File: src/rtl/tnf_pkg.sv
package tnf_pkg;

    localparam int MAX_BOXES_DEFAULT  = 64;
    localparam int COORD_BITS_DEFAULT = 12;

    localparam int SCORE_W  = 16;
    localparam int WEIGHT_W = 16;
    localparam int LIMIT_W  = 16;
    localparam int KEEP_W   = 7;
    localparam int CFG_IDX_W  = 2;
    localparam int CFG_DATA_W = 16;
    localparam int EXP_DEPTH  = 256;

    localparam logic [CFG_IDX_W-1:0] REG_OVERLAP_LIMIT = 2'd0;
    localparam logic [CFG_IDX_W-1:0] REG_MERGE_MODE    = 2'd1;
    localparam logic [CFG_IDX_W-1:0] REG_KEEP_COUNT    = 2'd2;

    localparam logic [LIMIT_W-1:0] OVERLAP_LIMIT_RESET = 16'd19661;
    localparam logic [KEEP_W-1:0]  KEEP_COUNT_RESET    = 7'd64;

    typedef struct packed {
        logic [LIMIT_W-1:0] overlap_limit;
        logic               merge_mode;
        logic [KEEP_W-1:0]  keep_count;
    } cfg_t;

    typedef struct packed {
        logic valid;
        logic final_box;
    } queue_status_t;

    typedef enum logic [4:0] {
        ST_IDLE,
        ST_SORT_I,
        ST_SORT_IW,
        ST_SORT_J,
        ST_SORT_JW,
        ST_NMS_CHK,
        ST_NMS_RANK,
        ST_NMS_LEAD,
        ST_NMS_LAREA,
        ST_ACC,
        ST_J_CHK,
        ST_J_RANK,
        ST_J_LOAD,
        ST_OV_MUL,
        ST_OV_UNI,
        ST_OV_TEST,
        ST_EMIT,
        ST_DIV_SET,
        ST_DIV_RUN,
        ST_DIV_END,
        ST_OUT,
        ST_FINISH
    } back_state_t;

    typedef logic [WEIGHT_W-1:0] exp_table_t [EXP_DEPTH];

    // exp(idx/256) in Q2.14 from a Taylor series through the twelfth power in Q30.
    function automatic logic [WEIGHT_W-1:0] exp_entry(input int unsigned idx);
        longint unsigned x;
        longint unsigned term;
        longint unsigned sum;
        x    = longint'(idx & 255) << 22;
        term = 64'd1 << 30;
        sum  = term;
        term = ((term * x) >> 30) / 1;  sum = sum + term;
        term = ((term * x) >> 30) / 2;  sum = sum + term;
        term = ((term * x) >> 30) / 3;  sum = sum + term;
        term = ((term * x) >> 30) / 4;  sum = sum + term;
        term = ((term * x) >> 30) / 5;  sum = sum + term;
        term = ((term * x) >> 30) / 6;  sum = sum + term;
        term = ((term * x) >> 30) / 7;  sum = sum + term;
        term = ((term * x) >> 30) / 8;  sum = sum + term;
        term = ((term * x) >> 30) / 9;  sum = sum + term;
        term = ((term * x) >> 30) / 10; sum = sum + term;
        term = ((term * x) >> 30) / 11; sum = sum + term;
        term = ((term * x) >> 30) / 12; sum = sum + term;
        sum = (sum + (64'd1 << 15)) >> 16;
        return sum[WEIGHT_W-1:0];
    endfunction

    function automatic exp_table_t build_exp_table();
        exp_table_t t;
        for (int i = 0; i < EXP_DEPTH; i++)
        begin
            t[i] = exp_entry(i);
        end
        return t;
    endfunction

    localparam exp_table_t EXP_TABLE = build_exp_table();

endpackage

File: src/rtl/tnf_front.sv
module tnf_front #(
    parameter int ITEM_W = 65
) (
    input  logic                   clk,
    input  logic                   rst_n,
    input  logic                   in_valid,
    output logic                   in_ready,
    input  logic [ITEM_W-1:0]      in_item,
    input  logic                   pop,
    output tnf_pkg::queue_status_t status,
    output logic [ITEM_W-1:0]      head_item
);

    logic [ITEM_W-1:0] slot_reg [2];
    logic              wr_ptr_reg, wr_ptr_next;
    logic              rd_ptr_reg, rd_ptr_next;
    logic [1:0]        count_reg, count_next;
    logic              push;
    logic              take;

    assign in_ready  = (count_reg != 2'd2);
    assign push      = in_valid && in_ready;
    assign take      = pop && (count_reg != 2'd0);
    assign head_item = slot_reg[rd_ptr_reg];

    // The lowest bit of an item is its last-box flag.
    assign status.valid     = (count_reg != 2'd0);
    assign status.final_box = slot_reg[rd_ptr_reg][0];

    always_comb
    begin
        wr_ptr_next = push ? ~wr_ptr_reg : wr_ptr_reg;
        rd_ptr_next = take ? ~rd_ptr_reg : rd_ptr_reg;
        count_next  = count_reg + {1'b0, push} - {1'b0, take};
    end

    always_ff @(posedge clk or negedge rst_n)
    begin
        if (!rst_n)
        begin
            wr_ptr_reg <= 1'b0;
            rd_ptr_reg <= 1'b0;
            count_reg  <= 2'd0;
        end
        else
        begin
            wr_ptr_reg <= wr_ptr_next;
            rd_ptr_reg <= rd_ptr_next;
            count_reg  <= count_next;
        end
    end

    always_ff @(posedge clk)
    begin
        if (push)
        begin
            slot_reg[wr_ptr_reg] <= in_item;
        end
    end

endmodule

File: config.mk
export PLATFORM = sky130hd
export DESIGN_NAME = tnf_front
export DESIGN_NICKNAME = d
export VERILOG_FILES = /design/src/rtl/tnf_pkg.sv /design/src/rtl/tnf_front.sv
export SDC_FILE = /design/constraint.sdc
export NUM_CORES = 1
export LEC_CHECK = 0
export ABC_CLOCK_PERIOD_IN_PS = 5700
export BUFFER_PORTS_ARGS = -buffer_cell sky130_fd_sc_hd__buf_2
export CAP_MARGIN = 20
export CELL_PAD_IN_SITES_DETAIL_PLACEMENT = 1
export CELL_PAD_IN_SITES_GLOBAL_PLACEMENT = 1
export CORE_ASPECT_RATIO = 2
export CORE_UTILIZATION = 47
export CTS_CLUSTER_DIAMETER = 150
export DETAILED_ROUTE_END_ITERATION = 8
export GPL_ROUTABILITY_DRIVEN = 0
export HOLD_SLACK_MARGIN = 0.05
export PLACE_DENSITY = 0.93
export SLEW_MARGIN = 30
export SYNTH_ARGS = -nofsm -noshare
export SYNTH_HDL_FRONTEND = slang
export SYNTH_SLANG_ARGS = --single-unit
File: constraint.sdc
create_clock -name clk -period 5.7 [get_ports clk]
set_clock_uncertainty 0.15 [all_clocks]
set_input_delay 0.285 -clock clk [delete_from_list [all_inputs] [get_ports clk]]
set_output_delay 0.285 -clock clk [all_outputs]
set_load 0.1 [all_outputs]
==> impl_metrics.csv <==
group,metric,value,unit
outcome,status,"complete, no violations",
sta,worstMarginPinSlew,864.5,ps
routing,antenna_left,0,
global_route,grt.overflow.total,0,
sta,fmax,395.7,MHz
critical_path,critical_path_class,"reg -> reg",
cts,cts_inserted_buffers,17,
place,portBuffers,136,
synthesis,synth_sequential_area_ratio,79.19,%
finish,drive_gt1_share,52.77,%
global_route,grt_pass1_wl,17420,um
sta,setup_tns,0,ps
die,die_h,148.7,um
die,rows,53,
critical_path,start_kind,"register",
routing,vias,2834,
critical_path,critPathSlowestCell,"nor2_4",
critical_path,arrival,2420,ps
synthesis,ys_types,17,
cts,clkTransAtPathRegs,50,ps
critical_path,path_delay_family,"simple AND/OR/NAND/NOR gates",
sta,post-route-min-period,2527,ps
global_route,globalRouteTotalUtil,22.77,%
place,placed_area,5902,um2
die,io_pins,137,
synthesis,synth_seq_cells,134,
routing,routedWlPerCell,19.98,um
global_route,grt_pass1_vias,3176,
global_route,antenna_found_initial,2,
global_route,grt_max_degree,43,
routing,wl,11790,um
cts,cts.sinks,134,
cts,htree_levels,4,
finish,layoutNonFillerInstCount,590,
die,dieArea,11200,um2
finish,final_cell_mix,"buf_2, edfxtp_1, dlygate4sd3_1",
synthesis,synth_nets,291,
place,place.detailed.hpwl,7195,um
critical_path,crit_required,5590,ps
finish,fillers,955,
cts,insertion_delay,410,ps
synthesis,synthCells,220,
finish,area_growth,42.19,%
die,core_area,10480,um2
cts,clockBufferDepth,2,
run,drv_cap,0,
routing,first_pass_iters,4,
sta,rsz0062_at_grt,"no",
sta,setup_violations,0,
routing,drc,0,
critical_path,critPathMaxStageDelay,690,ps
die,fp.dieW,75.34,um
die,initial_utilization,48.26,%
critical_path,path_max_fanout,39,
sta,max_slew_margin,42.23,%
finish,final_area,7189,um2
sta,hold_slack,86.93,ps
place,dp.cells,489,
critical_path,end_kind,"register",
synthesis,post_synth.cell_area_avg,22.98,um2
critical_path,cp_cell_sequence,"nand2b_1 > nand2_1 > nor2_4 > buf_4",
critical_path,worst-path-buf-inv,1,
routing,via_per_inst,4.803,
min_path,hold_class,"in -> reg",
finish,mostFrequentLayoutCell,"buf_2",
synthesis,yosys_warnings,0,
finish,fin_nets,509,
cts,cts_tree,"yes",
sta,finalCritPeriodShare,44.33,%
finish,largest_reg_flops,130,
cts,cts-root-buf,"clkbuf_16",
sta,drv_slew,0,
synthesis,synth_area,5056,um2
sta,hold_violations,0,
routing,drt_iter0_drc,81,
## worst reg2reg max path, stage by stage (launching register included)
cell and delay [ps]:
dfrtp_1 370, nand2b_1 170, nand2_1 170, nor2_4 690, buf_4 600
## cells in the mapped netlist (all sizes together)
library cell,n,area [um2]
nor2,1,3.750
and3,1,6.260
edfxtp,130,3904
nand2b,1,6.260
ha,2,25.02
or2,1,6.260
dfrtp,4,100.1
xor2,1,8.760
mux2,65,882.1
buf,8,73.82
and2,1,6.260
nand2,1,3.750
inv,1,3.750
xnor2,3,26.28
## timing repair
item / in CTS / in global routing
setup buffers: 0 / 0
hold endpoints to repair: 134 / 0
hold buffers: 67 / 0
gates resized for setup: 0 / 0
## through the flow
step / util (%) / worst slack (ps)
global route: 68.62 / 3047
floorplan: - / 904.2
detailed placement: 56.33 / 3183
CTS: 68.57 / 3165
finish: 68.62 / 3173
global placement: 55.95 / 3340
## per-layer routing
| layer | global-route usage [%] | up-vias | wire, um |
|---|---|---|---|
| met5 | 0 | - | 0 |
| li1 | - | 1304 | - |
| met3 | 6.098 | 27 | 438 |
| met2 | 42.01 | 90 | 7149 |
| met1 | 22.32 | 1413 | 3874 |
| met4 | 10.74 | 0 | 328 |
## area by class of cell
type	count	area (um2)	share of cell area, %
flip-flops and latches	134	4008	55.74
repair buffers	207	1406	19.56
multi-input cells	77	983.4	13.68
clock buffers	17	425.4	5.917
clock inverters	15	186.4	2.593
well taps	137	171.4	2.384
diodes	2	5.005	0.06961
inverters	1	3.754	0.05221
## path summary, 6_finish.rpt
kind	start	endpoint	slack [ps]	cells after the start
max	count_reg[0]	slot_reg[0][34]	3170	4
min	pop	rd_ptr_reg	90	3
max reg2reg	count_reg[0]	slot_reg[0][34]	3170	4
min reg2reg	count_reg[0]	count_reg[0]	410	1
max in group asynchronous	rst_n	rd_ptr_reg	4590	3
min in group asynchronous	rst_n	count_reg[1]	620	3
## logic make-up (layout without fill, tap and decap cells)
kind of cell	Yosys count	after routing	share of synthesized area, %
xor+xnor	4	4	0.6930
fa+ha+maj	2	2	0.4948
buf+inv	9	240	1.534
flops	134	134	79.19
mux	65	65	17.45
other cells	0	2	0
simple gates	6	6	0.6436
Power is not shown: default switching activity piles up to over one toggle a cycle in this logic, so the estimate is an artifact.
